--- config.mk ---
export PLATFORM = sky130hd
export DESIGN_NAME = mutex_table_with_fifo_waiters_flat
export DESIGN_NICKNAME = d
export VERILOG_FILES = /design/src/rtl/core/mtx_pkg.sv /design/src/rtl/core/mtx_if.sv /design/src/rtl/core/mtx_ram.sv /design/src/rtl/core/mtx_free_enc.sv /design/src/rtl/core/mutex_table_with_fifo_waiters.sv /design/src/flat_wrapper.sv
export SDC_FILE = /design/constraint.sdc
export NUM_CORES = 1
export LEC_CHECK = 0
export ABC_AREA = 0
export BUFFER_PORTS_ARGS = -buffer_cell sky130_fd_sc_hd__buf_2
export CELL_PAD_IN_SITES_DETAIL_PLACEMENT = 0
export CELL_PAD_IN_SITES_GLOBAL_PLACEMENT = 1
export CORE_MARGIN = 2
export CORE_UTILIZATION = 45
export DETAILED_ROUTE_END_ITERATION = 10
export GPL_ROUTABILITY_DRIVEN = 0
export GPL_TIMING_DRIVEN = 0
export PLACE_DENSITY_LB_ADDON = 0.08
export SLEW_MARGIN = 5
export SYNTH_ARGS = -nofsm -noshare
export SYNTH_HDL_FRONTEND = slang
export SYNTH_SLANG_ARGS = --single-unit
--- constraint.sdc ---
create_clock -name i_clk -period 10.8 [get_ports i_clk]
set_input_delay 0 -clock i_clk [delete_from_list [all_inputs] [get_ports i_clk]]
set_output_delay 0 -clock i_clk [all_outputs]
set_load 0.05 [all_outputs]
--- src/rtl/core/mtx_pkg.sv ---
// mutex table package: widths, request and status codes, records, controller states
package mtx_pkg;

    // default table sizes
    localparam int NUM_MUTEXES_DEF = 32;
    localparam int NUM_TASKS_DEF   = 64;

    // payload field widths
    localparam int FUNC_W   = 2;
    localparam int MID_W    = 8;
    localparam int TASK_W   = 6;
    localparam int STATUS_W = 3;
    localparam int HANDLE_W = 5;

    // request kinds
    typedef enum logic [FUNC_W-1:0] {
        FUNC_CREATE = 2'd0,
        FUNC_LOCK   = 2'd1,
        FUNC_UNLOCK = 2'd2
    } t_func;

    // result status codes
    typedef enum logic [STATUS_W-1:0] {
        ST_OK        = 3'd0,
        ST_INVALID   = 3'd1,
        ST_DEADLOCK  = 3'd2,
        ST_NOT_OWNER = 3'd3,
        ST_NONE_FREE = 3'd4
    } t_status;

    // per-mutex record held in the mutex memory
    typedef struct packed {
        logic              locked;
        logic [TASK_W-1:0] owner;
        logic              qne;
        logic [TASK_W-1:0] head;
        logic [TASK_W-1:0] tail;
    } t_mutex_rec;

    localparam int MREC_W = $bits(t_mutex_rec);

    // per-task successor link held in the link memory
    typedef struct packed {
        logic              valid;
        logic [TASK_W-1:0] task_id;
    } t_link;

    localparam int LINK_W = $bits(t_link);

    // one result transaction
    typedef struct packed {
        logic [STATUS_W-1:0] status;
        logic [HANDLE_W-1:0] handle;
        logic                granted;
        logic                wake_valid;
        logic [TASK_W-1:0]   wake_task;
    } t_result;

    // controller states
    typedef enum logic [2:0] {
        S_IDLE,
        S_EXEC,
        S_LINK,
        S_CLR,
        S_RESP
    } t_state;

endpackage

--- src/rtl/core/mtx_if.sv ---
// request and response channel interfaces of the mutex table
interface mtx_req_if;
    import mtx_pkg::*;

    logic              valid;
    logic              ready;
    logic [FUNC_W-1:0] func;
    logic [MID_W-1:0]  mutex_id;
    logic [TASK_W-1:0] task_id;

    modport source (output valid, output func, output mutex_id, output task_id, input ready);
    modport sink   (input valid, input func, input mutex_id, input task_id, output ready);
endinterface

interface mtx_rsp_if;
    import mtx_pkg::*;

    logic                valid;
    logic                ready;
    logic [STATUS_W-1:0] status;
    logic [HANDLE_W-1:0] new_handle;
    logic                granted;
    logic                wake_valid;
    logic [TASK_W-1:0]   wake_task;

    modport source (output valid, output status, output new_handle, output granted,
                    output wake_valid, output wake_task, input ready);
    modport sink   (input valid, input status, input new_handle, input granted,
                    input wake_valid, input wake_task, output ready);
endinterface

--- src/rtl/core/mtx_ram.sv ---
// generic single-write, single-read memory with registered read data
module mtx_ram #(
    parameter  int WIDTH = 8,
    parameter  int DEPTH = 32,
    localparam int AW    = (DEPTH > 1) ? $clog2(DEPTH) : 1
) (
    input  logic             i_clk,
    input  logic             i_we,
    input  logic [AW-1:0]    i_waddr,
    input  logic [WIDTH-1:0] i_wdata,
    input  logic             i_re,
    input  logic [AW-1:0]    i_raddr,
    output logic [WIDTH-1:0] o_rdata
);

    logic [WIDTH-1:0] r_mem [DEPTH];
    logic [WIDTH-1:0] r_rdata;

    // write port
    always_ff @(posedge i_clk) begin
        if (i_we) begin
            r_mem[i_waddr] <= i_wdata;
        end
    end

    // registered read port, holds while not enabled
    always_ff @(posedge i_clk) begin
        if (i_re) begin
            r_rdata <= r_mem[i_raddr];
        end
    end

    assign o_rdata = r_rdata;

endmodule

--- src/rtl/core/mtx_free_enc.sv ---
// lowest-free-entry priority encoder over the allocated bits
module mtx_free_enc #(
    parameter int N = 32,
    parameter int W = 5
) (
    input  logic [N-1:0] i_alloc,
    output logic         o_found,
    output logic [W-1:0] o_idx
);

    // scan from the top so the lowest free entry wins
    always_comb begin
        o_found = 1'b0;
        o_idx   = '0;
        for (int i = N - 1; i >= 0; i--) begin
            if (!i_alloc[i]) begin
                o_found = 1'b1;
                o_idx   = W'(i);
            end
        end
    end

endmodule

--- src/rtl/core/mutex_table_with_fifo_waiters.sv ---
// mutex table top level: request sequencer over the mutex and link memories
//
//  channel | dir | payload                                         | transaction
//  i_req   | in  | func, mutex_id, task_id                         | valid & ready
//  o_rsp   | out | status, new_handle, granted, wake_valid, wake_task | valid & ready
//
// a request passes through accept and mutex read, execute and response load; an unlock
// that hands over to a waiter adds a link memory read state, and a queued lock adds a second
// link write state; the link read latency and the single link write port force these added states.
// a new request is taken once the previous one has moved to the output register.
// reset clears the state, the output valid and the allocated bits; a create rewrites its record, so the
// memories need no clearing pass. a stalled output holds the sequencer in response.
module mutex_table_with_fifo_waiters #(
    parameter int NUM_MUTEXES = mtx_pkg::NUM_MUTEXES_DEF,
    parameter int NUM_TASKS   = mtx_pkg::NUM_TASKS_DEF
) (
    input  logic           i_clk,
    input  logic           i_rst_n,
    mtx_req_if.sink        i_req,
    mtx_rsp_if.source      o_rsp
);
    import mtx_pkg::*;

    localparam int MW = (NUM_MUTEXES > 1) ? $clog2(NUM_MUTEXES) : 1;
    localparam int TW = (NUM_TASKS > 1) ? $clog2(NUM_TASKS) : 1;

    t_state              r_state, n_state;
    logic [FUNC_W-1:0]   r_func;
    logic [MID_W-1:0]    r_mid;
    logic [TASK_W-1:0]   r_task;
    logic [NUM_MUTEXES-1:0] r_alloc, n_alloc;
    t_result             r_res, n_res;
    t_result             r_out, n_out;
    logic                r_out_valid, n_out_valid;

    // memory ports
    logic                mram_re, mram_we;
    logic [MW-1:0]       mram_waddr;
    t_mutex_rec          mram_wdata;
    logic [MREC_W-1:0]   mram_rdata;
    t_mutex_rec          mrec;
    logic                lram_re, lram_we;
    logic [TW-1:0]       lram_waddr;
    t_link               lram_wdata;
    logic [LINK_W-1:0]   lram_rdata;
    t_link               link;

    // decode
    logic                free_found;
    logic [MW-1:0]       free_idx;
    logic                is_create, is_lock, is_unlock;
    logic                mid_ok, task_ok, target_ok, holder;
    logic                lock_dead, lock_queue, lock_grant;
    logic                unl_bad, unl_free, unl_hand;
    logic                out_free;

    mtx_ram #(.WIDTH(MREC_W), .DEPTH(NUM_MUTEXES)) u_mutex_ram (
        .i_clk   (i_clk),
        .i_we    (mram_we),
        .i_waddr (mram_waddr),
        .i_wdata (mram_wdata),
        .i_re    (mram_re),
        .i_raddr (i_req.mutex_id[MW-1:0]),
        .o_rdata (mram_rdata)
    );

    mtx_ram #(.WIDTH(LINK_W), .DEPTH(NUM_TASKS)) u_link_ram (
        .i_clk   (i_clk),
        .i_we    (lram_we),
        .i_waddr (lram_waddr),
        .i_wdata (lram_wdata),
        .i_re    (lram_re),
        .i_raddr (TW'(mrec.head)),
        .o_rdata (lram_rdata)
    );

    mtx_free_enc #(.N(NUM_MUTEXES), .W(MW)) u_free_enc (
        .i_alloc (r_alloc),
        .o_found (free_found),
        .o_idx   (free_idx)
    );

    assign mrec = t_mutex_rec'(mram_rdata);
    assign link = t_link'(lram_rdata);

    // request classification from the captured request and the mutex record
    assign is_create  = (r_func == FUNC_CREATE);
    assign is_lock    = (r_func == FUNC_LOCK);
    assign is_unlock  = (r_func == FUNC_UNLOCK);
    assign mid_ok     = ({1'b0, r_mid} < 9'(NUM_MUTEXES));
    assign task_ok    = ({3'b000, r_task} < 9'(NUM_TASKS));
    assign target_ok  = (is_lock || is_unlock) && mid_ok && task_ok && r_alloc[r_mid[MW-1:0]];
    assign holder     = mrec.locked && (mrec.owner == r_task);
    assign lock_dead  = is_lock && target_ok && holder;
    assign lock_queue = is_lock && target_ok && mrec.locked && !holder;
    assign lock_grant = is_lock && target_ok && !mrec.locked;
    assign unl_bad    = is_unlock && target_ok && !holder;
    assign unl_free   = is_unlock && target_ok && holder && !mrec.qne;
    assign unl_hand   = is_unlock && target_ok && holder && mrec.qne;

    assign out_free   = !r_out_valid || o_rsp.ready;

    // next state
    always_comb begin
        n_state = r_state;
        case (r_state)
            S_IDLE: begin
                if (i_req.valid) begin
                    n_state = S_EXEC;
                end
            end
            S_EXEC: begin
                if (unl_hand) begin
                    n_state = S_LINK;
                end else if (lock_queue) begin
                    n_state = S_CLR;
                end else begin
                    n_state = S_RESP;
                end
            end
            S_LINK:  n_state = S_RESP;
            S_CLR:   n_state = S_RESP;
            S_RESP: begin
                if (out_free) begin
                    n_state = S_IDLE;
                end
            end
            default: n_state = S_IDLE;
        endcase
    end

    // memory controls and result staging
    always_comb begin
        i_req.ready = 1'b0;
        mram_re     = 1'b0;
        mram_we     = 1'b0;
        mram_waddr  = r_mid[MW-1:0];
        mram_wdata  = mrec;
        lram_re     = 1'b0;
        lram_we     = 1'b0;
        lram_waddr  = TW'(mrec.tail);
        lram_wdata  = '{valid: 1'b1, task_id: r_task};
        n_alloc     = r_alloc;
        n_res       = r_res;
        case (r_state)
            S_IDLE: begin
                // nothing is taken while reset is held
                i_req.ready = i_rst_n;
                mram_re     = i_req.valid && i_rst_n;
            end
            S_EXEC: begin
                lram_re = 1'b1;
                n_res   = '{status: ST_INVALID, default: '0};
                if (is_create) begin
                    if (free_found) begin
                        n_alloc[free_idx] = 1'b1;
                        mram_we      = 1'b1;
                        mram_waddr   = free_idx;
                        mram_wdata   = '0;
                        n_res.status = ST_OK;
                        n_res.handle = HANDLE_W'(free_idx);
                    end else begin
                        n_res.status = ST_NONE_FREE;
                    end
                end else if (lock_dead) begin
                    n_res.status = ST_DEADLOCK;
                end else if (lock_queue) begin
                    // append at the tail; the caller's own link is cleared next cycle
                    mram_we         = 1'b1;
                    mram_wdata.qne  = 1'b1;
                    mram_wdata.tail = r_task;
                    if (!mrec.qne) begin
                        mram_wdata.head = r_task;
                    end
                    lram_we      = mrec.qne;
                    n_res.status = ST_OK;
                end else if (lock_grant) begin
                    mram_we          = 1'b1;
                    mram_wdata.locked = 1'b1;
                    mram_wdata.owner = r_task;
                    mram_wdata.qne   = 1'b0;
                    n_res.status     = ST_OK;
                    n_res.granted    = 1'b1;
                end else if (unl_bad) begin
                    n_res.status = ST_NOT_OWNER;
                end else if (unl_free) begin
                    mram_we           = 1'b1;
                    mram_wdata.locked = 1'b0;
                    mram_wdata.owner  = '0;
                    n_res.status      = ST_OK;
                end else if (unl_hand) begin
                    n_res.status     = ST_OK;
                    n_res.wake_valid = 1'b1;
                    n_res.wake_task  = mrec.head;
                end
            end
            S_LINK: begin
                // hand the mutex to the oldest waiter and pop it
                mram_we          = 1'b1;
                mram_wdata.owner = mrec.head;
                if (link.valid) begin
                    mram_wdata.head = link.task_id;
                end else begin
                    mram_wdata.qne = 1'b0;
                end
            end
            S_CLR: begin
                lram_we    = 1'b1;
                lram_waddr = TW'(r_task);
                lram_wdata = '0;
            end
            S_RESP: begin
                n_res = r_res;
            end
            default: begin
                n_res = r_res;
            end
        endcase
    end

    // output register
    always_comb begin
        n_out       = r_out;
        n_out_valid = r_out_valid;
        if (r_state == S_RESP && out_free) begin
            n_out       = r_res;
            n_out_valid = 1'b1;
        end else if (o_rsp.ready) begin
            n_out_valid = 1'b0;
        end
    end

    // control registers
    always_ff @(posedge i_clk) begin
        if (!i_rst_n) begin
            r_state     <= S_IDLE;
            r_alloc     <= '0;
            r_out_valid <= 1'b0;
        end else begin
            r_state     <= n_state;
            r_alloc     <= n_alloc;
            r_out_valid <= n_out_valid;
        end
    end

    // payload registers
    always_ff @(posedge i_clk) begin
        if (r_state == S_IDLE && i_req.valid) begin
            r_func <= i_req.func;
            r_mid  <= i_req.mutex_id;
            r_task <= i_req.task_id;
        end
        r_res <= n_res;
        r_out <= n_out;
    end

    assign o_rsp.valid      = r_out_valid;
    assign o_rsp.status     = r_out.status;
    assign o_rsp.new_handle = r_out.handle;
    assign o_rsp.granted    = r_out.granted;
    assign o_rsp.wake_valid = r_out.wake_valid;
    assign o_rsp.wake_task  = r_out.wake_task;

`ifndef SYNTH
    // a response only appears when the sequencer is loading one
    a_out_from_resp: assert property (@(posedge i_clk) disable iff (!i_rst_n)
        $rose(r_out_valid) |-> $past(r_state == S_RESP))
        else $error("response raised outside response state");

    // mutexes are never freed once created
    a_alloc_sticky: assert property (@(posedge i_clk) disable iff (!i_rst_n)
        $past(i_rst_n) |-> ((r_alloc & $past(r_alloc)) == $past(r_alloc)))
        else $error("allocated bit cleared");

    // mutex records are written only while executing or handing over
    a_mram_write_state: assert property (@(posedge i_clk) disable iff (!i_rst_n)
        mram_we |-> (r_state == S_EXEC || r_state == S_LINK))
        else $error("mutex memory written in wrong state");

    // a handover is a plain success without an immediate grant
    a_wake_ok: assert property (@(posedge i_clk) disable iff (!i_rst_n)
        (o_rsp.valid && o_rsp.wake_valid) |-> (o_rsp.status == ST_OK && !o_rsp.granted))
        else $error("wake with bad status");
`endif

endmodule

--- src/flat_wrapper.sv ---
// flat-port wrapper written by rule: the top's interface ports become plain ports
module mutex_table_with_fifo_waiters_flat import mtx_pkg::*;
#(
    parameter int NUM_MUTEXES = mtx_pkg::NUM_MUTEXES_DEF,
    parameter int NUM_TASKS   = mtx_pkg::NUM_TASKS_DEF
)
  (i_clk, i_rst_n, i_req_valid, i_req_func, i_req_mutex_id, i_req_task_id, i_req_ready, o_rsp_valid, o_rsp_status, o_rsp_new_handle, o_rsp_granted, o_rsp_wake_valid, o_rsp_wake_task, o_rsp_ready);
  mtx_req_if i_req_i ();
  mtx_rsp_if o_rsp_i ();
  input  logic i_clk;
  input  logic i_rst_n;
  input wire logic [$bits(i_req_i.valid)-1:0] i_req_valid;
  input wire logic [$bits(i_req_i.func)-1:0] i_req_func;
  input wire logic [$bits(i_req_i.mutex_id)-1:0] i_req_mutex_id;
  input wire logic [$bits(i_req_i.task_id)-1:0] i_req_task_id;
  output wire logic [$bits(i_req_i.ready)-1:0] i_req_ready;
  output wire logic [$bits(o_rsp_i.valid)-1:0] o_rsp_valid;
  output wire logic [$bits(o_rsp_i.status)-1:0] o_rsp_status;
  output wire logic [$bits(o_rsp_i.new_handle)-1:0] o_rsp_new_handle;
  output wire logic [$bits(o_rsp_i.granted)-1:0] o_rsp_granted;
  output wire logic [$bits(o_rsp_i.wake_valid)-1:0] o_rsp_wake_valid;
  output wire logic [$bits(o_rsp_i.wake_task)-1:0] o_rsp_wake_task;
  input wire logic [$bits(o_rsp_i.ready)-1:0] o_rsp_ready;
  assign i_req_i.valid = i_req_valid;
  assign i_req_i.func = i_req_func;
  assign i_req_i.mutex_id = i_req_mutex_id;
  assign i_req_i.task_id = i_req_task_id;
  assign i_req_ready = i_req_i.ready;
  assign o_rsp_valid = o_rsp_i.valid;
  assign o_rsp_status = o_rsp_i.status;
  assign o_rsp_new_handle = o_rsp_i.new_handle;
  assign o_rsp_granted = o_rsp_i.granted;
  assign o_rsp_wake_valid = o_rsp_i.wake_valid;
  assign o_rsp_wake_task = o_rsp_i.wake_task;
  assign o_rsp_i.ready = o_rsp_ready;
  mutex_table_with_fifo_waiters #(.NUM_MUTEXES(NUM_MUTEXES), .NUM_TASKS(NUM_TASKS)) u_core (.i_clk(i_clk), .i_rst_n(i_rst_n), .i_req(i_req_i), .o_rsp(o_rsp_i));
endmodule
==> results of run 1 <==
==> kinds of logic after synthesis <==
family | count (synthesis) | synth area share (%)
buf+inv | 142 | 1.30
simple gates | 333 | 3.54
xor+xnor | 6 | 0.111
fa+ha+maj | 3 | 0.0792
flops | 1199 | 75.2
mux | 389 | 17.6
compound gates | 129 | 2.11
==> cells in the mapped netlist, types with 4 or more instances <==
| cell | number | area (sq um) |
|---|---|---|
| and2_1 | 22 | 138 |
| edfxtp_1 | 1163 | 34900 |
| nand2_1 | 54 | 203 |
| buf_4 | 5 | 37.5 |
| or2_2 | 5 | 31.3 |
| clkbuf_1 | 73 | 274 |
| inv_1 | 17 | 63.8 |
| nand2b_1 | 13 | 81.3 |
| mux2i_1 | 11 | 110 |
| nor4_1 | 6 | 37.5 |
| a32o_1 | 8 | 80.1 |
| buf_1 | 11 | 41.3 |
| mux2_2 | 23 | 259 |
| nor3b_1 | 5 | 37.5 |
| o21ai_0 | 14 | 70.1 |
| o22a_1 | 4 | 35.0 |
| nor2_1 | 85 | 319 |
| nor3_1 | 79 | 395 |
| nand3_1 | 23 | 115 |
| a21boi_0 | 4 | 30.0 |
| o21a_1 | 30 | 225 |
| a22oi_1 | 5 | 37.5 |
| and3_1 | 6 | 37.5 |
| xnor2_1 | 6 | 52.6 |
| a21o_1 | 8 | 60.1 |
| a31oi_1 | 8 | 50.1 |
| dfxtp_1 | 36 | 721 |
| a22o_1 | 12 | 105 |
| buf_2 | 31 | 155 |
| a21oi_1 | 11 | 55.1 |
| mux4_2 | 355 | 8000 |
| nand4_1 | 14 | 87.6 |
| nor2b_1 | 8 | 50.1 |
==> per-layer routing <==
layer,GRT usage [%],up-vias
met5,0,-
met1,29.8,12400
met4,5.85,2
met2,36.9,625
met3,3.41,180
li1,-,9774
==> sequential cells by signal, summed over array words and instances (netlist names), 3 cells and up <==
signal / cells
u_core.u_link_ram.r_mem: 448
u_core.u_link_ram.o_rdata: 7
u_core.u_mutex_ram.o_rdata: 20
u_core.r_alloc: 32
u_core.r_state: 3
u_core.r_mid: 8
u_core.o_rsp.new_handle: 5
u_core.o_rsp.status: 3
u_core.r_task: 6
u_core.o_rsp.wake_task: 6
u_core.u_mutex_ram.r_mem: 640
u_core.r_res: 16
==> worst max path at each step <==
stage | to | slack, ns | from | cells after the start
final | u_core.u_mutex_ram.r_mem[12][2] | 5.82 | u_core.r_state[1] | 9
after floorplan | u_core.u_mutex_ram.r_mem[0][12] | 6.17 | u_core.r_func[0] | 7
after CTS | u_core.u_mutex_ram.r_mem[12][2] | 5.87 | u_core.r_state[1] | 9
after global placement | u_core.u_mutex_ram.r_mem[10][12] | 3.81 | u_core.r_func[0] | 7
after global routing | u_core.u_mutex_ram.r_mem[12][5] | 5.57 | u_core.r_state[1] | 9
after detailed placement | u_core.u_mutex_ram.r_mem[4][1] | 5.87 | u_core.r_state[1] | 9
==> power by group through the flow <==
stage	Sequential, mW	Combinational (mW)	Clock [mW]
6_report	5.16	0.526	4.23
4_1_cts	5.16	0.535	4.32
3_3_place_gp	5.27	0.488	0
5_1_grt	5.16	0.561	4.50
3_5_place_dp	5.26	0.525	0
2_1_floorplan	5.26	0.309	0
==> cell type report <==
type	instances	area share (%)
Antenna cell	1	0.00459
Buffer	124	1.01
Clock buffer	164	6.27
Clock inverter	74	1.17
Inverter	18	0.124
Multi-Input combinational cell	860	21.0
Sequential cell	1199	65.4
Tap cell	1391	3.19
Timing Repair Buffer	102	1.82
==> metrics by stage <==
step | power [mW] | setup slack [ns] | utilization [%] | area [sq um] | hold WS [ns]
after detailed placement | 5.79 | 5.87 | 47.8 | 50100 | 0.178
after global routing | 10.2 | 5.57 | 52.0 | 54500 | 0.0225
after floorplan | 5.57 | 6.17 | - | 47400 | 0.0989
after CTS | 10.0 | 5.87 | 52.0 | 54500 | 0.00852
final | 9.92 | 5.82 | 52.0 | 54500 | 0.0593
after global placement | 5.76 | 3.81 | 47.1 | 49300 | 0.179
==> flow_summary.html, run 1 <==
<table>
<tr><th>Metric</th><th>Value</th></tr>
<tr><th colspan="2">STA</th></tr>
<tr><td>Worst relative slew slack</td><td>around 7%</td></tr>
<tr><td>Final TNS setup</td><td>0 ns</td></tr>
<tr><td>Post-route clock period utilization</td><td>between 40% and 50%</td></tr>
<tr><td>Total setup violations reported at the end of the flow</td><td>0</td></tr>
<tr><td>Worst slew pin tran</td><td>1.39 ns</td></tr>
<tr><td>Slew Viols, Final</td><td>0</td></tr>
<tr><td>Unrepaired setup endpoints after global routing</td><td>false</td></tr>
<tr><td>Max Clock Freq</td><td>0.201 GHz</td></tr>
<tr><td>Number of hold violations in the final report</td><td>0</td></tr>
<tr><td>Worst clock skew</td><td>approximately 0.028 ns</td></tr>
<tr><td>Final critical delay including setup and external delays</td><td>between 4 and 5 ns</td></tr>
<tr><th colspan="2">Clock tree</th></tr>
<tr><td>CTS sink cnt</td><td>1199</td></tr>
<tr><td>Insertion delay of the later-clocked pin in the worst-skew pair</td><td>0.75 ns</td></tr>
<tr><td>Post-cts hold buffer count</td><td>31</td></tr>
<tr><td>CTS Buffer Depth</td><td>3</td></tr>
<tr><td>Setup Fix Bufs, Post-CTS</td><td>0</td></tr>
<tr><td>TritonCTS clock tree</td><td>built</td></tr>
<tr><td>Clk slew on worst S/H paths</td><td>0.07 ns</td></tr>
<tr><td>Total of cells resized after clock tree synthesis</td><td>0</td></tr>
<tr><td>Total clock buffers created by CTS</td><td>131</td></tr>
<tr><td>Total number of H-tree levels</td><td>4</td></tr>
<tr><td>Buffer type at the clock tree root</td><td>clkbuf_16</td></tr>
<tr><th colspan="2">Final layout</th></tr>
<tr><td>Final Instance Count excl. Fillers</td><td>3933</td></tr>
<tr><td>Net total in the final layout</td><td>2459</td></tr>
<tr><td>Fraction of layout instances using a drive strength above 1</td><td>29.6%</td></tr>
<tr><td>Commonest cells after routing, fill and taps aside</td><td>edfxtp_1, mux4_2, clkbuf_16, clkbuf_1</td></tr>
<tr><td>Most common library cell in the layout ignoring fill and taps</td><td>edfxtp_1</td></tr>
<tr><td>Fill cell instance count of the final layout</td><td>8325</td></tr>
<tr><td>Area used by multi-input combinational logic</td><td>11500 sq um</td></tr>
<tr><td>Synthesis-to-finish area growth</td><td>15.1%</td></tr>
<tr><td>Sequential cell area in the final layout</td><td>approximately 36000 sq um</td></tr>
<tr><th colspan="2">Setup path</th></tr>
<tr><td>Number of buffers and inverters on the critical path</td><td>3</td></tr>
<tr><td>Worst setup EP type</td><td>flop</td></tr>
<tr><td>Critical-path cell list</td><td>clkbuf_1 &gt; inv_1 &gt; nand2_1 &gt; inv_2 &gt; nand2_1 &gt; a21oi_2 &gt; o221ai_2 &gt; o32a_1 &gt; nor2_4</td></tr>
<tr><td>Kind of launch point of the worst setup path</td><td>flop</td></tr>
<tr><td>Largest stage delay on the critical path</td><td>0.85 ns</td></tr>
<tr><td>Gate family responsible for the most delay along the worst path</td><td>compound AO/OA/AOI/OAI gates</td></tr>
<tr><td>Worst Reg-to-Reg Cells</td><td>9</td></tr>
<tr><td>Endpoint of the most critical register-to-register path</td><td>u_core.u_mutex_ram.r_mem[12][2]</td></tr>
<tr><td>Startpoint-to-endpoint class of the critical path</td><td>flop to flop</td></tr>
<tr><td>Reg-to-reg critical path startpoint</td><td>u_core.r_state[1]</td></tr>
<tr><td>Critical path arrival</td><td>5.33 ns</td></tr>
<tr><td>Required time worst endpoint</td><td>roughly 11 ns</td></tr>
<tr><td>R2R setup slack</td><td>5.82 ns</td></tr>
<tr><td>Max FO, Critical Path</td><td>29</td></tr>
<tr><td>Cell repeated most along the worst path</td><td>nand2_1</td></tr>
<tr><td>Crit path max-delay cell type</td><td>nor2_4</td></tr>
<tr><th colspan="2">Route</th></tr>
<tr><td>Uppermost layer routed</td><td>met5</td></tr>
<tr><td>Pre-antenna DRT Iters</td><td>7</td></tr>
<tr><td>Antenna-violating nets left</td><td>0</td></tr>
<tr><td>Length of routed met3 wiring</td><td>between 5000 and 6000 um</td></tr>
<tr><td>Routed wire length per instance</td><td>between 20 and 30 um</td></tr>
<tr><td># DRC</td><td>0</td></tr>
<tr><td>Drt via density</td><td>5.84</td></tr>
<tr><td>Routed via count</td><td>23000</td></tr>
<tr><td>Length of routed wiring on met1</td><td>around 49000 um</td></tr>
<tr><td>Met2 wire len</td><td>58900 um</td></tr>
<tr><td>Drt initial violations</td><td>about 1800</td></tr>
<tr><td>Detailed-route wire length</td><td>between 100000 and 150000 um</td></tr>
<tr><th colspan="2">Pwr</th></tr>
<tr><td>Switching portion of total power</td><td>between 20% and 30%</td></tr>
<tr><td>Power density over cell area</td><td>182 nW/um^2</td></tr>
<tr><td>Internal power of the cells</td><td>7.74 mW</td></tr>
<tr><td>Share of power burned in combinational logic</td><td>approximately 5.3%</td></tr>
<tr><td>Sequential group share of total power</td><td>a little over half</td></tr>
<tr><td>Static power due to leakage</td><td>17.0 nW</td></tr>
<tr><td>Share of total power in the clock network</td><td>42.6%</td></tr>
<tr><td>Switching power summed over all nets</td><td>2.17 mW</td></tr>
<tr><td>Max VDD drop</td><td>~0.14 mV</td></tr>
<tr><th colspan="2">Die</th></tr>
<tr><td>Area enclosed by the die boundary</td><td>108000 sq um</td></tr>
<tr><td>CORE AREA</td><td>105000 sq um</td></tr>
<tr><td>Die Height</td><td>329 um</td></tr>
<tr><td>Initial core utilization</td><td>45.2%</td></tr>
<tr><td>Number of I/O pins</td><td>38</td></tr>
<tr><td>Die width</td><td>329 um</td></tr>
<tr><td>Number of rows created at floorplan</td><td>approximately 120</td></tr>
<tr><th colspan="2">Global route</th></tr>
<tr><td>Largest net degree at the start of global routing</td><td>53</td></tr>
<tr><td>Wire length of the first global-routing pass</td><td>168000 um</td></tr>
<tr><td>Via count of the first global-routing pass</td><td>23900</td></tr>
<tr><td>Total routing usage reported by global routing</td><td>21.8%</td></tr>
<tr><td>Gr ovfl total</td><td>0</td></tr>
<tr><td>Antenna violations before repair</td><td>4</td></tr>
<tr><th colspan="2">Logic synthesis</th></tr>
<tr><td>Net count of the mapped netlist</td><td>~2200</td></tr>
<tr><td>Count of yosys warnings during synthesis</td><td>0</td></tr>
<tr><td>Post-synthesis average cell area</td><td>21.5 sq um</td></tr>
<tr><td>Proportion of synthesized flip-flops having asynchronous set or reset</td><td>0%</td></tr>
<tr><td>Flops &amp; latches, synth</td><td>roughly 1200</td></tr>
<tr><td>Synthesized cell area</td><td>47400 sq um</td></tr>
<tr><td>Synthesized netlist cell count</td><td>2201</td></tr>
<tr><td>Primary FF master, synth</td><td>edfxtp_1</td></tr>
<tr><td>Number of enable-type register cells in the synthesized netlist</td><td>1163</td></tr>
<tr><td>Seq/Total Area, Yosys</td><td>75.2%</td></tr>
<tr><td>Number of different library cells in the post-synthesis netlist</td><td>65</td></tr>
<tr><th colspan="2">Min path</th></tr>
<tr><td>Terminating pin of the worst hold path</td><td>u_core.r_task[0]</td></tr>
<tr><td>Worst Hold Class</td><td>input pin to flop</td></tr>
<tr><td>Number of cells traversed by the worst hold path</td><td>2</td></tr>
<tr><td>Hold Startpoint</td><td>i_req_task_id[0]</td></tr>
<tr><th colspan="2">Placed design</th></tr>
<tr><td>HPWL Detailed</td><td>77000 um</td></tr>
<tr><td>Number of instances in the placed design</td><td>approximately 3700</td></tr>
<tr><td>Input/output buffers</td><td>37</td></tr>
<tr><th colspan="2">Flow run</th></tr>
<tr><td>Max Cap Violations</td><td>0</td></tr>
<tr><th colspan="2">Outcome</th></tr>
<tr><td>Outcome</td><td>complete, no violations</td></tr>
</table>
Note: power is estimated with default switching activity, not from simulation.
==> run 2: changes to the inputs <==
Clock period 10.8 ns to 4.7 ns, I/O delays scaled along.
==> run 2 against run 1 <==
Net effect:
- the flow now finishes with violations (setup timing)
- highest routed layer unchanged
- final cell count rose by 0.10%
- count of clock-buffer cells in the layout unchanged
- global-route usage rose by 0.054 points
==> flow_summary.html, run 2 (same netlist as run 1, synthesis figures left out) <==
<table>
<tr><th>Metric</th><th>Value</th></tr>
<tr><th colspan="2">Setup path</th></tr>
<tr><td>Kind of launch point of the worst setup path</td><td>flop</td></tr>
<tr><td>Number of buffers and inverters on the critical path</td><td>3 (unchanged)</td></tr>
<tr><td>CP endpoint</td><td>u_core.u_mutex_ram.r_mem[4][4]</td></tr>
<tr><td>Cell repeated most along the worst path</td><td>nand2_1</td></tr>
<tr><td>Endpoint of the most critical register-to-register path</td><td>u_core.u_mutex_ram.r_mem[4][4]</td></tr>
<tr><td>Largest stage delay on the critical path</td><td>0.97 ns (+0.12 ns)</td></tr>
<tr><td>Startpoint-to-endpoint class of the critical path</td><td>flop to flop</td></tr>
<tr><td>Crit path max-delay cell type</td><td>nor2_4</td></tr>
<tr><td>R2R setup slack</td><td>-0.02 ns (-5.84 ns)</td></tr>
<tr><td>Gate family responsible for the most delay along the worst path</td><td>simple AND/OR/NAND/NOR gates</td></tr>
<tr><td>Required time worst endpoint</td><td>5.05 ns (-6.10 ns)</td></tr>
<tr><td>Cell count along the critical path</td><td>9 (unchanged)</td></tr>
<tr><td>Max FO, Critical Path</td><td>29 (unchanged)</td></tr>
<tr><td>Critical path arrival</td><td>5.07 ns (-0.26 ns)</td></tr>
<tr><td>Worst setup EP type</td><td>flop</td></tr>
<tr><td>Reg-to-reg critical path startpoint</td><td>u_core.r_state[1]</td></tr>
<tr><td>Worst Reg-to-Reg Cells</td><td>9 (unchanged)</td></tr>
<tr><td>First element of the critical path</td><td>u_core.r_state[1]</td></tr>
<tr><td>Critical-path cell list</td><td>clkbuf_1 &gt; inv_1 &gt; nand2_1 &gt; inv_6 &gt; nand2_1 &gt; a21oi_2 &gt; mux2_2 &gt; nand3_1 &gt; nor2_4</td></tr>
<tr><th colspan="2">Min path</th></tr>
<tr><td>Worst Hold Class</td><td>input pin to flop</td></tr>
<tr><th colspan="2">Clock tree</th></tr>
<tr><td>Clk slew on worst S/H paths</td><td>0.07 ns (about the same)</td></tr>
<tr><td>Insertion delay of the later-clocked pin in the worst-skew pair</td><td>0.75 ns (about the same)</td></tr>
<tr><td>CTS Buffer Depth</td><td>3 (unchanged)</td></tr>
<tr><td>Total clock buffers created by CTS</td><td>131 (unchanged)</td></tr>
<tr><td>Setup Fix Bufs, Post-CTS</td><td>0 (unchanged)</td></tr>
<tr><td>TritonCTS clock tree</td><td>built</td></tr>
<tr><td>CTS sink cnt</td><td>1199 (unchanged)</td></tr>
<tr><td>Buffer type at the clock tree root</td><td>clkbuf_16</td></tr>
<tr><td>Total number of H-tree levels</td><td>4 (unchanged)</td></tr>
<tr><th colspan="2">Global route</th></tr>
<tr><td>Via count of the first global-routing pass</td><td>23900 (-0.063%)</td></tr>
<tr><td>Antenna violations before repair</td><td>4 (unchanged)</td></tr>
<tr><td>Largest net degree at the start of global routing</td><td>53 (unchanged)</td></tr>
<tr><td>Wire length of the first global-routing pass</td><td>169000 um (+0.18%)</td></tr>
<tr><td>Gr ovfl total</td><td>0 (unchanged)</td></tr>
<tr><td>Total routing usage reported by global routing</td><td>21.9% (+0.054 points)</td></tr>
<tr><th colspan="2">Final layout</th></tr>
<tr><td>Most common library cell in the layout ignoring fill and taps</td><td>edfxtp_1</td></tr>
<tr><td>Leading registers by flop count</td><td>u_core.u_mutex_ram.r_mem x640, u_core.u_link_ram.r_mem x448, u_core.r_alloc x32</td></tr>
<tr><td>Sequential cell area in the final layout</td><td>35600 sq um (unchanged)</td></tr>
<tr><td>Top reg by flops</td><td>u_core.u_mutex_ram.r_mem</td></tr>
<tr><td>Post-Route Utilization</td><td>52.1% (about the same)</td></tr>
<tr><td>Fraction of layout instances using a drive strength above 1</td><td>29.8% (+0.19 points)</td></tr>
<tr><td>Final Instance Count excl. Fillers</td><td>3937 (+0.10%)</td></tr>
<tr><td>Net total in the final layout</td><td>2463 (+0.16%)</td></tr>
<tr><td>Fill cell instance count of the final layout</td><td>8319 (-0.072%)</td></tr>
<tr><td>Flip-flop count of the largest register, all copies and words added</td><td>640 (unchanged)</td></tr>
<tr><td>Area used by multi-input combinational logic</td><td>11500 sq um (+0.28%)</td></tr>
<tr><td>Commonest cells after routing, fill and taps aside</td><td>edfxtp_1, mux4_2, clkbuf_16, clkbuf_1</td></tr>
<tr><td>Synthesis-to-finish area growth</td><td>15.2% (about the same)</td></tr>
<tr><th colspan="2">STA</th></tr>
<tr><td>Unrepaired setup endpoints after global routing</td><td>true</td></tr>
<tr><td>Final critical-path setup slack</td><td>-0.0208 ns (-5.84 ns)</td></tr>
<tr><td>Worst relative slew slack</td><td>7.58% (+0.70 points)</td></tr>
<tr><td>Post-route clock period utilization</td><td>100% (+54 points)</td></tr>
<tr><td>Final critical delay including setup and external delays</td><td>4.72 ns (-0.263 ns)</td></tr>
<tr><td>Number of hold violations in the final report</td><td>0 (unchanged)</td></tr>
<tr><td>Worst slew pin tran</td><td>1.38 ns (-0.0104 ns)</td></tr>
<tr><td>Total setup violations reported at the end of the flow</td><td>10 (+10)</td></tr>
<tr><td>Slew Viols, Final</td><td>0 (unchanged)</td></tr>
<tr><td>Max Clock Freq</td><td>0.212 GHz (+5.6%)</td></tr>
<tr><td>Worst clock skew</td><td>0.0319 ns (+0.00357 ns)</td></tr>
<tr><th colspan="2">Outcome</th></tr>
<tr><td>Violated checks</td><td>setup timing</td></tr>
<tr><td>Outcome</td><td>complete, but fails checks</td></tr>
<tr><th colspan="2">Die</th></tr>
<tr><td>Number of rows created at floorplan</td><td>119 (unchanged)</td></tr>
<tr><td>Die width</td><td>329 um (unchanged)</td></tr>
<tr><td>Initial core utilization</td><td>45.2% (unchanged)</td></tr>
<tr><td>Die Height</td><td>329 um (unchanged)</td></tr>
<tr><td>Number of I/O pins</td><td>38 (unchanged)</td></tr>
<tr><td>CORE AREA</td><td>105000 sq um (unchanged)</td></tr>
<tr><td>Area enclosed by the die boundary</td><td>108000 sq um (unchanged)</td></tr>
<tr><th colspan="2">Route</th></tr>
<tr><td># DRC</td><td>0 (unchanged)</td></tr>
<tr><td>Routed wire length per instance</td><td>29.6 um (+0.81%)</td></tr>
<tr><td>Antenna-violating nets left</td><td>0 (unchanged)</td></tr>
<tr><td>Pre-antenna DRT Iters</td><td>5 (-2)</td></tr>
<tr><td>Routed via count</td><td>22900 (-0.035%)</td></tr>
<tr><td>Detailed-route wire length</td><td>117000 um (+0.92%)</td></tr>
<tr><td>Drt initial violations</td><td>1840 (+0.71%)</td></tr>
<tr><td>Drt via density</td><td>5.83 (-0.14%)</td></tr>
<tr><th colspan="2">Placed design</th></tr>
<tr><td>Input/output buffers</td><td>37 (unchanged)</td></tr>
<tr><td>Number of instances in the placed design</td><td>3663 (unchanged)</td></tr>
<tr><td>HPWL Detailed</td><td>77000 um (unchanged)</td></tr>
<tr><th colspan="2">Pwr</th></tr>
<tr><td>Max VDD drop</td><td>0.333 mV (+130%)</td></tr>
<tr><td>Power density over cell area</td><td>418 nW/um^2 (+130%)</td></tr>
<tr><td>Static power due to leakage</td><td>17.0 nW (unchanged)</td></tr>
<tr><th colspan="2">Flow run</th></tr>
<tr><td>Max Cap Violations</td><td>0 (unchanged)</td></tr>
</table>
run 2: changes by cell type in the layout (fill, tap and decap cells not counted):
| cell | previous run | this run |
|---|---|---|
| inv_2 | 1 | 0 |
| inv_6 | 5 | 6 |
| nor2_2 | 8 | 11 |
| nor2_4 | 24 | 25 |
| o22a_1 | 4 | 3 |
| o22a_2 | 0 | 1 |
| o32a_1 | 2 | 1 |
| o32a_2 | 0 | 1 |
run 2: stage by stage:
step	setup TNS, ns	hold slack (ns)	power [mW]	cell area [sq um]	setup slack, ns
after detailed placement	-26.96	0.178	13.3	50100	-0.229
after CTS	0	0.00852	23.0	54500	0.00780
after floorplan	0	0.0989	12.8	47400	0.0682
after global placement	-1117.28	0.179	13.2	49300	-2.29
final	-0.135	0.0560	22.8	54600	-0.0208
after global routing	-25.28	0.0225	23.5	54600	-0.172
run 2: worst min-delay path by stage:
stage	from	endpoint	depth (start not counted)
after floorplan	i_req_func[0]	u_core.r_func[0]	0
after global placement	i_req_mutex_id[5]	u_core.r_mid[5]	1
after detailed placement	i_req_mutex_id[7]	u_core.r_mid[7]	1
after CTS	i_req_task_id[0]	u_core.r_task[0]	2
after global routing	i_req_task_id[0]	u_core.r_task[0]	2
final	i_req_task_id[0]	u_core.r_task[0]	2
run 2: where the power goes:
group / switching [mW] / total, mW / internal, mW
clock network: 4.21 / 9.71 / 5.50
logic: 0.757 / 1.22 / 0.459
registers: 0.0322 / 11.9 / 11.8
total: 5.00 / 22.8 / 17.8
run 2: layout make-up:
class | instances | share of cell area, %
Buffer | 124 | 1.01
Tap cell | 1391 | 3.19
Clock inverter | 74 | 1.17
Timing Repair Buffer | 102 | 1.82
Multi-Input combinational cell | 864 | 21.1
Clock buffer | 164 | 6.27
Antenna cell | 1 | 0.00459
Sequential cell | 1199 | 65.3
Inverter | 18 | 0.133
run 2: worst reg2reg max path, delay by kind of cell, from the launching register on:
family | cells | cell delay, ns
AOI/OAI and AO/OA | 1 | 0.50
and+or+nand+nor | 4 | 2.25
DFF | 1 | 0.30
buffers and inverters | 3 | 0.93
muxes | 1 | 0.32
run 2: routing by layer:
metal | track usage (%) | vias up | share of wire (%)
li1 | - | 9780 | -
met1 | 29.9 | 12400 | 42
met2 | 37.0 | 616 | 51
met3 | 3.41 | 176 | 4.5
met4 | 5.80 | 2 | 2.1
met5 | 0 | - | 0.010
run 2: repair_timing:
| action | CTS | global route |
|---|---|---|
| hold buffers | 31 | 0 |
| pin swaps | 2 | 8 |
| gates resized for setup | 2 | 3 |
| endpoints found under the setup margin | 332 | 309 |
| hold endpoints to repair | 33 | 0 |
| gates cloned | 1 | 3 |
==> run 3: changes to the inputs <==
==> constraint.sdc (replaced) <==
create_clock -name i_clk -period 4.7 [get_ports i_clk]
set_input_delay 0.235 -clock i_clk [delete_from_list [all_inputs] [get_ports i_clk]]
set_output_delay 0.235 -clock i_clk [all_outputs]
set_load 0.05 [all_outputs]
==> run 3 against run 2 <==
Net effect:
- the flow now finishes without violations
- combinational power is essentially flat
- worst setup slack gained 0.044 ns
- via count grew 0.24%
- largest power group unchanged
- wire length shrank 0.11%
- total power is essentially flat
- critical path type unchanged
- final area shrank 0.22%
==> flow_summary.html, run 3 (same netlist as run 1, synthesis figures left out) <==
<table>
<tr><th>Metric</th><th>Value</th></tr>
<tr><th colspan="2">Route</th></tr>
<tr><td>Antenna-violating nets left</td><td>0 (unchanged)</td></tr>
<tr><td># DRC</td><td>0 (unchanged)</td></tr>
<tr><td>Routed via count</td><td>23000 (+0.24%)</td></tr>
<tr><td>Detailed-route wire length</td><td>116000 um (-0.11%)</td></tr>
<tr><td>Pre-antenna DRT Iters</td><td>5 (unchanged)</td></tr>
<tr><td>Drt via density</td><td>5.86 (+0.52%)</td></tr>
<tr><td>Routed wire length per instance</td><td>29.7 um (+0.17%)</td></tr>
<tr><td>Drt initial violations</td><td>1866 (+1.4%)</td></tr>
<tr><th colspan="2">Final layout</th></tr>
<tr><td>Net total in the final layout</td><td>2451 (-0.49%)</td></tr>
<tr><td>Area used by multi-input combinational logic</td><td>11500 sq um (unchanged)</td></tr>
<tr><td>Final Instance Count excl. Fillers</td><td>3926 (-0.28%)</td></tr>
<tr><td>Most common library cell in the layout ignoring fill and taps</td><td>edfxtp_1</td></tr>
<tr><td>Post-Route Utilization</td><td>52.0% (-0.11 points)</td></tr>
<tr><td>Fraction of layout instances using a drive strength above 1</td><td>30.0% (+0.14 points)</td></tr>
<tr><td>Flip-flop count of the largest register, all copies and words added</td><td>640 (unchanged)</td></tr>
<tr><td>Commonest cells after routing, fill and taps aside</td><td>edfxtp_1, mux4_2, clkbuf_16, clkbuf_1</td></tr>
<tr><td>Fill cell instance count of the final layout</td><td>8325 (+0.072%)</td></tr>
<tr><td>Synthesis-to-finish area growth</td><td>14.9%</td></tr>
<tr><td>Top reg by flops</td><td>u_core.u_mutex_ram.r_mem</td></tr>
<tr><td>Leading registers by flop count</td><td>u_core.u_mutex_ram.r_mem x640, u_core.u_link_ram.r_mem x448, u_core.r_alloc x32</td></tr>
<tr><td>Sequential cell area in the final layout</td><td>35600 sq um (unchanged)</td></tr>
<tr><th colspan="2">Setup path</th></tr>
<tr><td>Gate family responsible for the most delay along the worst path</td><td>simple AND/OR/NAND/NOR gates</td></tr>
<tr><td>Kind of launch point of the worst setup path</td><td>flop</td></tr>
<tr><td>Worst setup EP type</td><td>flop</td></tr>
<tr><td>Required time worst endpoint</td><td>5.05 ns (about the same)</td></tr>
<tr><td>Cell repeated most along the worst path</td><td>nand2_1</td></tr>
<tr><td>Max FO, Critical Path</td><td>29 (unchanged)</td></tr>
<tr><td>Largest stage delay on the critical path</td><td>0.95 ns (-0.02 ns)</td></tr>
<tr><td>Critical-path cell list</td><td>clkbuf_1 &gt; inv_1 &gt; nand2_1 &gt; inv_6 &gt; nand2_1 &gt; a21oi_2 &gt; mux2_2 &gt; nand3_1 &gt; nor2_4</td></tr>
<tr><td>Startpoint-to-endpoint class of the critical path</td><td>flop to flop</td></tr>
<tr><td>Crit path max-delay cell type</td><td>nor2_4</td></tr>
<tr><td>Critical path arrival</td><td>5.03 ns (-0.04 ns)</td></tr>
<tr><td>Number of buffers and inverters on the critical path</td><td>3 (unchanged)</td></tr>
<tr><th colspan="2">Pwr</th></tr>
<tr><td>Total power consumption of the routed design</td><td>22.8 mW (about the same)</td></tr>
<tr><td>Power density over cell area</td><td>418 nW/um^2 (+0.19%)</td></tr>
<tr><td>Max VDD drop</td><td>0.333 mV (about the same)</td></tr>
<tr><td>Static power due to leakage</td><td>16.9 nW (-0.31%)</td></tr>
<tr><th colspan="2">STA</th></tr>
<tr><td>Total setup violations reported at the end of the flow</td><td>0 (-10)</td></tr>
<tr><td>Number of hold violations in the final report</td><td>0 (unchanged)</td></tr>
<tr><td>Worst relative slew slack</td><td>7.19% (-0.40 points)</td></tr>
<tr><td>Max Clock Freq</td><td>0.214 GHz (+0.95%)</td></tr>
<tr><td>Worst slew pin tran</td><td>1.38 ns (+0.00588 ns)</td></tr>
<tr><td>Final critical delay including setup and external delays</td><td>4.68 ns (-0.0443 ns)</td></tr>
<tr><td>Final critical-path setup slack</td><td>0.0235 ns (+0.0443 ns)</td></tr>
<tr><td>Unrepaired setup endpoints after global routing</td><td>true</td></tr>
<tr><td>Post-route clock period utilization</td><td>99.5% (-0.94 points)</td></tr>
<tr><td>Slew Viols, Final</td><td>0 (unchanged)</td></tr>
<tr><td>Worst clock skew</td><td>0.0280 ns (-0.00390 ns)</td></tr>
<tr><th colspan="2">Die</th></tr>
<tr><td>Die Height</td><td>329 um (unchanged)</td></tr>
<tr><td>Area enclosed by the die boundary</td><td>108000 sq um (unchanged)</td></tr>
<tr><td>Number of rows created at floorplan</td><td>119 (unchanged)</td></tr>
<tr><td>Number of I/O pins</td><td>38 (unchanged)</td></tr>
<tr><td>Die width</td><td>329 um (unchanged)</td></tr>
<tr><td>Initial core utilization</td><td>45.2% (unchanged)</td></tr>
<tr><td>CORE AREA</td><td>105000 sq um (unchanged)</td></tr>
<tr><th colspan="2">Global route</th></tr>
<tr><td>Largest net degree at the start of global routing</td><td>53 (unchanged)</td></tr>
<tr><td>Wire length of the first global-routing pass</td><td>168000 um (-0.14%)</td></tr>
<tr><td>Antenna violations before repair</td><td>4 (unchanged)</td></tr>
<tr><td>Grt met1 use</td><td>29.8% (about the same)</td></tr>
<tr><td>Layer carrying the most global-route usage</td><td>met2</td></tr>
<tr><td>GR Layer Usage met3</td><td>3.41% (-0.0060 points)</td></tr>
<tr><td>Gr ovfl total</td><td>0 (unchanged)</td></tr>
<tr><td>Via count of the first global-routing pass</td><td>23800 (-0.32%)</td></tr>
<tr><td>Total routing usage reported by global routing</td><td>21.9% (-0.027 points)</td></tr>
<tr><td>M2 GR Usage</td><td>36.9% (-0.055 points)</td></tr>
<tr><th colspan="2">Min path</th></tr>
<tr><td>Worst Hold Class</td><td>input pin to flop</td></tr>
<tr><th colspan="2">Clock tree</th></tr>
<tr><td>CTS Buffer Depth</td><td>3 (unchanged)</td></tr>
<tr><td>CTS sink cnt</td><td>1199 (unchanged)</td></tr>
<tr><td>TritonCTS clock tree</td><td>built</td></tr>
<tr><td>Insertion delay of the later-clocked pin in the worst-skew pair</td><td>0.75 ns (about the same)</td></tr>
<tr><td>Total clock buffers created by CTS</td><td>131 (unchanged)</td></tr>
<tr><td>Buffer type at the clock tree root</td><td>clkbuf_16</td></tr>
<tr><td>Clk slew on worst S/H paths</td><td>0.07 ns (about the same)</td></tr>
<tr><td>Setup Fix Bufs, Post-CTS</td><td>0 (unchanged)</td></tr>
<tr><td>Total number of H-tree levels</td><td>4 (unchanged)</td></tr>
<tr><th colspan="2">Flow run</th></tr>
<tr><td>Max Cap Violations</td><td>0 (unchanged)</td></tr>
<tr><th colspan="2">Placed design</th></tr>
<tr><td>Pre-CTS setup slack</td><td>-0.229 ns (unchanged)</td></tr>
<tr><td>Number of instances in the placed design</td><td>3663 (unchanged)</td></tr>
<tr><td>HPWL Detailed</td><td>77000 um (unchanged)</td></tr>
<tr><td>Input/output buffers</td><td>37 (unchanged)</td></tr>
<tr><th colspan="2">Outcome</th></tr>
<tr><td>Outcome</td><td>complete, no violations</td></tr>
</table>
[run 3: changes by cell type in the layout (fill, tap and decap cells not counted)]
| cell | delta |
|---|---|
| diode_2 | +1 |
| dlygate4sd3_1 | -12 |
[run 3: repair_timing]
action                     CTS  global route
setup endpoints to repair  332           309
pin swaps                    2             8
cloned                       1             3
hold endpoints to repair    21             0
hold buffers                19             0
resized for setup            2             3
[run 3: metal layers]
layer	share of wire, %	vias up	wire length (um)
met5	0.010	-	12
met1	42	12400	49300
met3	4.5	182	5200
met2	51	659	59500
met4	2.1	2	2430
li1	-	9769	-
[run 3: cell type report]
cell class | instances | area share [%]
plain buffers | 124 | 1.01
clock buffers | 164 | 6.28
diodes | 2 | 0.00919
well taps | 1391 | 3.20
flip-flops and latches | 1199 | 65.5
multi-input cells | 864 | 21.1
inverters | 18 | 0.133
clock inverters | 74 | 1.18
repair buffers | 90 | 1.61
[run 3: power by group]
part	total (mW)	leakage (nW)	switching (mW)	internal, mW
registers	11.9	11.0	0.0323	11.8
logic	1.21	3.97	0.755	0.452
clock network	9.71	1.98	4.21	5.50
[run 3: final timing paths]
kind	startpoint	end	slack, ns	cells past startpoint
hold / removal	i_req_mutex_id[7]	u_core.r_mid[7]	0.20	2
setup / recovery	u_core.r_state[1]	u_core.u_mutex_ram.r_mem[4][4]	0.02	9
setup reg to reg	u_core.r_state[1]	u_core.u_mutex_ram.r_mem[4][4]	0.02	9
hold reg to reg	u_core.r_res[14]	u_core.o_rsp.status[1]	0.42	0
[run 3: per-stage QoR]
stage	area, sq um	TNS [ns]	hold slack, ns
global placement	49300	-1117.28	0.409
CTS	54400	0	0.152
finish	54500	0	0.205
floorplan	47400	0	0.334
detailed placement	50100	-26.96	0.410
global route	54500	-25.28	0.190
